<file path="config.mk">
export PLATFORM = sky130hd
export DESIGN_NAME = fpa_mul
export DESIGN_NICKNAME = d
export VERILOG_FILES = /design/src/rtl/fpa_sat.sv /design/src/rtl/fpa_mul.sv
export SDC_FILE = /design/constraint.sdc
export NUM_CORES = 2
export LEC_CHECK = 0
export BUFFER_PORTS_ARGS = -buffer_cell sky130_fd_sc_hd__buf_2
export CAP_MARGIN = 10
export CELL_PAD_IN_SITES_DETAIL_PLACEMENT = 1
export CELL_PAD_IN_SITES_GLOBAL_PLACEMENT = 1
export CORE_AREA = 5 5 327 329
export DETAILED_ROUTE_END_ITERATION = 12
export DIE_AREA = 0 0 332 334
export PLACE_DENSITY_LB_ADDON = 0.08
export SLEW_MARGIN = 25
export SYNTH_ARGS = -nofsm -noshare
export SYNTH_HDL_FRONTEND = slang
export SYNTH_SLANG_ARGS = --single-unit
</file>
<file path="constraint.sdc">
create_clock -name clk -period 8.73 [get_ports clk]
set_clock_uncertainty 0.2 [all_clocks]
set_input_delay 2.1825 -clock clk [delete_from_list [all_inputs] [get_ports clk]]
set_output_delay 2.1825 -clock clk [all_outputs]
set_load 0.005 [all_outputs]
</file>
<file path="src/rtl/fpa_sat.sv">
// Registered saturation stage: unsigned magnitude plus sign to a signed word.
// Used by the multiplier and divider; no package dependencies.
`timescale 1ns / 1ps

module fpa_sat #(
  parameter int WORD_BITS = 32,
  parameter int MAG_BITS  = 40
) (
  input  logic                 clk,
  input  logic                 en,
  input  logic [MAG_BITS-1:0]  mag,
  input  logic                 neg,
  output logic [WORD_BITS-1:0] res,
  output logic                 ovf
);

  localparam logic [WORD_BITS-1:0] WMAX = {1'b0, {(WORD_BITS-1){1'b1}}};
  localparam logic [WORD_BITS-1:0] WMIN = {1'b1, {(WORD_BITS-1){1'b0}}};

  logic [WORD_BITS-1:0] res_r, res_nxt;
  logic                 ovf_r, ovf_nxt;
  logic [WORD_BITS-1:0] limit;
  logic [WORD_BITS-1:0] low;

  always_comb begin
    low     = mag[WORD_BITS-1:0];
    limit   = neg ? WMIN : WMAX;
    ovf_nxt = (|mag[MAG_BITS-1:WORD_BITS]) || (low > limit);
    if (ovf_nxt) begin
      res_nxt = limit;
    end else if (neg) begin
      res_nxt = -low;
    end else begin
      res_nxt = low;
    end
  end

  always_ff @(posedge clk) begin
    if (en) begin
      res_r <= res_nxt;
      ovf_r <= ovf_nxt;
    end
  end

  assign res = res_r;
  assign ovf = ovf_r;

endmodule

</file>
<file path="src/rtl/fpa_mul.sv">
// Pipelined magnitude multiplier with round half away from zero and saturation.
// Four half-width partial products, then merge, round, saturate (fpa_sat).
`timescale 1ns / 1ps

module fpa_mul #(
  parameter int WORD_BITS = 32,
  parameter int FRAC_BITS = 8
) (
  input  logic                 clk,
  input  logic                 en,
  input  logic [WORD_BITS-1:0] ma,
  input  logic [WORD_BITS-1:0] mb,
  input  logic                 neg,
  output logic [WORD_BITS-1:0] res,
  output logic                 ovf
);

  localparam int LO = WORD_BITS / 2;
  localparam int HI = WORD_BITS - LO;
  localparam int PW = 2 * WORD_BITS;
  localparam int QW = PW - FRAC_BITS;
  localparam logic [PW-1:0] RND = {{(PW-1){1'b0}}, 1'b1} << (FRAC_BITS - 1);

  // partial products
  logic [2*LO-1:0]      ll_r;
  logic [2*HI-1:0]      hh_r;
  logic [WORD_BITS-1:0] lh_r, hl_r;
  logic                 neg1_r;
  // merged terms
  logic [PW-1:0]        cat_r;
  logic [WORD_BITS:0]   mid_r;
  logic                 neg2_r;
  // rounded, scaled magnitude
  logic [QW-1:0]        q_r, q_nxt;
  logic                 neg3_r;
  logic [PW-1:0]        mid_ext, p_sum;

  always_ff @(posedge clk) begin
    if (en) begin
      ll_r   <= (2*LO)'(ma[LO-1:0]) * (2*LO)'(mb[LO-1:0]);
      hh_r   <= (2*HI)'(ma[WORD_BITS-1:LO]) * (2*HI)'(mb[WORD_BITS-1:LO]);
      lh_r   <= WORD_BITS'(ma[WORD_BITS-1:LO]) * WORD_BITS'(mb[LO-1:0]);
      hl_r   <= WORD_BITS'(ma[LO-1:0]) * WORD_BITS'(mb[WORD_BITS-1:LO]);
      neg1_r <= neg;
      cat_r  <= {hh_r, ll_r};
      mid_r  <= {1'b0, lh_r} + {1'b0, hl_r};
      neg2_r <= neg1_r;
      q_r    <= q_nxt;
      neg3_r <= neg2_r;
    end
  end

  always_comb begin
    mid_ext = {{(WORD_BITS-1){1'b0}}, mid_r} << LO;
    p_sum   = cat_r + mid_ext + RND;
    q_nxt   = p_sum[PW-1:FRAC_BITS];
  end

  fpa_sat #(
    .WORD_BITS(WORD_BITS),
    .MAG_BITS (QW)
  ) u_sat (
    .clk(clk),
    .en (en),
    .mag(q_r),
    .neg(neg3_r),
    .res(res),
    .ovf(ovf)
  );

endmodule

</file>
After elaboration in Yosys (flattened, before gate mapping):

Cells that the tools add are included.

* register bits after elaboration: 317
* bits of input ports: 67
* output and inout bits: 33
* logic and storage cells: 26

* add/subtract/negate cells: 4
* multipliers: 4
* $lt $le $gt $ge: 1
* multiplexer cells: 3
* reductions and logical operators: 2

Operators by type and width (count)
* multiplier 16 x 16 -> 32 bit: 4
* 2-to-1 mux 32 bit: 3
* adder 64 x 49 -> 64 bit: 1
* adder 64 x 8 -> 64 bit (second input constant): 1
* adder 32 x 32 -> 33 bit: 1
* greater-than comparator 32 bit: 1
* negator 32 bit: 1
* OR reduction 24 bit: 1
* logical OR 1 bit: 1

Longest topological paths before layout:

* depth after elaboration: 4
* gate-level depth with buffers: 23
* mapped depth without buffers: 22

Hierarchy:

Synthesis repeated with hierarchy kept, for this count alone.

* cell total of the unflattened synthesis: 5121
* area total of the unflattened synthesis: 49047.0 sq um

By module, submodules not included
* fpa_mul: times used 1, cells each 4771, area each 45894.0 sq um, seq. area each 8107.8 sq um
* fpa_sat: times used 1, cells each 350, area each 3153.0 sq um, seq. area each 991.0 sq um

Worst setup path after synthesis:

No wires, ideal clock.

* kind: input -> register
* start: input port mb[23]
* end: register hh_r[31] (data pin)
* setup time: 0.260 ns
* data arrival time: 7.880 ns
* data required time: 8.270 ns
* path slack: 0.391 ns
* stages: 23
* path buffers: 1
* cell sequence: clkbuf_1 -> nand2_1 -> fa_1 -> inv_1 -> fa_1 -> inv_1 -> fa_1 -> inv_1 -> fa_1 -> fa_1 -> inv_1 -> fa_1 -> inv_1 -> ha_1 -> and3_1 -> a221oi_1 -> o21ai_0 -> o31a_1 -> a211o_1 -> a21oi_1 -> o21ai_0 -> a21oi_1 -> xnor2_1

* word-level cells in the longest chain between the ends: 1

Ends and longest elaborated chain
* from (decl): line fpa_mul.sv:12 `input logic [WORD_BITS-1:0] mb,`
* multiplier 16 x 16 -> 32 bit: line fpa_mul.sv:41 `hh_r <= (2*HI)'(ma[WORD_BITS-1:LO]) * (2*HI)'(mb[WORD_BITS-1:LO]);`
* to (signal assigned): line fpa_mul.sv:41
* to (decl): line fpa_mul.sv:26 `logic [2*HI-1:0] hh_r;`

Every way passes these cells.
A chain may end at the register's enable or synchronous reset.

Worst setup path in the final report:

* start: input port ma[6]
* end: register ll_r[26] (data pin)

* word-level cells in the longest chain between the ends: 1

Ends and longest elaborated chain
* from (decl): line fpa_mul.sv:11 `input logic [WORD_BITS-1:0] ma,`
* multiplier 16 x 16 -> 32 bit: line fpa_mul.sv:40 `ll_r <= (2*LO)'(ma[LO-1:0]) * (2*LO)'(mb[LO-1:0]);`
* to (signal assigned): line fpa_mul.sv:40
* to (decl): line fpa_mul.sv:25 `logic [2*LO-1:0] ll_r;`

Every way passes these cells.

==> results.toml <==
[die]
initial_core_util_pct = 46.67
die_x_um = 332
core_um2 = 103200
fp.dieArea_um2 = 110900
die_y_um = 334
rows = 118
io_pins = 100

[global_route]
track_usage_pct = 25.03
overflow = 0
first_global_vias = 38885
grt_pass1_wl_um = 219400
antenna_found_initial = 4
grt_max_degree = 171

[timing]
slew_violations = 0
setup_viol = 0
rsz0062_at_grt = "false"
hold_viol_final = 0
whs_ns = 0.2170
worst_slew_pin_slew_ns = 1.082
min_period_ns = 8.175
slew_headroom_pct = 27.89
max_freq_ghz = 0.1223
post-route-period-util_pct = 93.65
fin_setup_tns_ns = 0

[setup_path]
cp_slowest_cell = "fa_1"
slowest_delay_ns = 0.51
criticalPathCategory = "in -> reg"
critPathBufInv = 8
path_delay_family = "adder cells"
worstSetupEndpointType = "flop"
critPathLaunchType = "input port"
critical_path_arrival_ns = 8.28
path_common_cell = "fa_1"
path_max_fanout = 11
worstPathRequired_ns = 8.84

[final_layout]
fillers = 11621
fin_nets = 6554
stdcell_area_um2 = 53440
final_cells = 6610
area_delta_synth_final_pct = 10.95
multiInputGateArea_um2 = 34660
regArea_um2 = 9099
layout-drive-gt1-share_pct = 9.032

[cts]
cts_made_buffers = 35
cts_resized = 0
clk_latency_ns = 0.57
postCtsSetupBuffers = 0
path_clk_slew_ns = 0.06
h-tree-depth = 2
cts.path.max_buffers = 3
cts_tree = "yes"
root_buffer = "clkbuf_16"
cts_hold_buf = 0
cts_sinks = 303

[placed_design]
numPortBuffers = 99
dp_hpwl_um = 112600
dp.cells = 6542
gp_congestion = 0.8707
placed_area_um2 = 52240

[drt]
vias_per_cell = 5.300
final_antenna_net_count = 0
drt_iter0_drc = 1843
drtPass1Iterations = 5
routedWlPerCell_um = 20.64
totalWireLength_um = 136400
via_count = 35033
drcViolationCount = 0

[run]
max-cap-violations = 0

[synthesis]
syn_area_per_cell_um2 = 9.639
ys_seq_elements = 303
yosys.area.top_type_share_pct = 32.25
synth_top_cell_by_area = "fa_1"
syn_nets = 6352
yosys_warnings = 0
synth_area_leaders = "fa_1 (32%), edfxtp_1 (19%), ha_1 (13%)"
yosys_most_used_dff = "edfxtp_1"
synthCells = 4997
async_flop_share_pct = 0
ys_seq_area_share_pct = 18.89
synth_edf_count = 303
synth_common_cells = "inv_1 (951), fa_1 (776), nand2_1 (630)"
synth_cell_types = 80
synth_most_common_cell = "inv_1"
netlist_area_um2 = 48170

[outcome]
status = "finished clean"

[min_path]
min_path_type = "reg -> reg"
==> logic make-up after synthesis <==
group                      count (synthesis)  share of synthesized area (%)
and+or+nand+nor                         1457                          15.11
xor gates and xnor gates                 187                          3.400
DFF                                      303                          18.89
AOI/OAI and AO/OA                        571                          7.497
buffers and inverters                   1173                          9.170
adders and majority gates               1288                          45.55
muxes                                     18                         0.3870
==> path summary, 6_finish.rpt <==
check,startpoint,to,slack [ns],depth (start not counted)
worst max-delay path,ma[6],ll_r[26]$_DFFE_PP_,0.55,25
worst min-delay path,ll_r[7]$_DFFE_PP_,cat_r[7]$_DFFE_PP_,0.22,0
worst max register to register,neg3_r$_DFFE_PP_,u_sat.res[19]$_DFFE_PP_,3.72,11
worst min register to register,ll_r[7]$_DFFE_PP_,cat_r[7]$_DFFE_PP_,0.22,0
==> layer usage <==
metal  vias to the layer above  part of all wire [%]  global-route usage [%]
li1                      16172                     -                       -
met1                     18115                    45                   34.67
met2                       609                    47                   41.75
met3                       137                   5.2                   4.164
met4                         0                   2.4                   5.664
met5                         -                     0                       0
==> registers in the layout, indices dropped and copies added (netlist names) <==
| name | cells |
|---|---|
| neg1_r | 1 |
| lh_r | 32 |
| cat_r | 57 |
| mid_r | 33 |
| u_sat.res | 32 |
| q_r | 56 |
| hh_r | 32 |
| neg2_r | 1 |
| neg3_r | 1 |
| hl_r | 32 |
| u_sat.ovf | 1 |
| ll_r | 25 |
==> layout by cell type, fill, tap and decap left out, types with 6 or more instances in the layout <==
cell	count
inv_1	951
fa_1	776
nand2_1	630
ha_1	512
and2_1	485
edfxtp_1	303
buf_4	246
a21oi_1	182
xnor2_1	131
o21ai_0	118
nor2_1	113
buf_2	98
a21o_1	83
xor2_1	56
nor3_1	43
buf_12	41
nand3_1	35
clkbuf_16	35
o21bai_1	26
and3_1	25
nand4_1	23
a31oi_1	22
o21a_1	22
nor2b_1	20
a211oi_1	18
nor4_1	17
nand2b_1	14
o211ai_1	14
mux2i_1	13
clkinv_1	11
and4_1	8
o2111ai_1	7
or3_1	7
a31o_2	6
a211o_1	6
==> cell type report <==
cell class	instances	area share, %
multi-input cells	3521	64.86
flip-flops and latches	303	17.03
clock inverters	27	0.5830
inverters	952	6.687
diodes	4	0.01873
repair buffers	386	5.938
clock buffers	37	1.653
well taps	1380	3.231
==> per-stage QoR <==
step / util (%) / setup WS, ns
detailed placement: 50.61 / -0.01855
finish: 51.78 / 0.5545
global route: 51.77 / 0.1422
CTS: 51.77 / 0.5736
floorplan: - / 0.3906
global placement: 50.61 / 0.01677
Power is not shown: default switching activity piles up to over one toggle a cycle in this logic, so the estimate is an artifact.
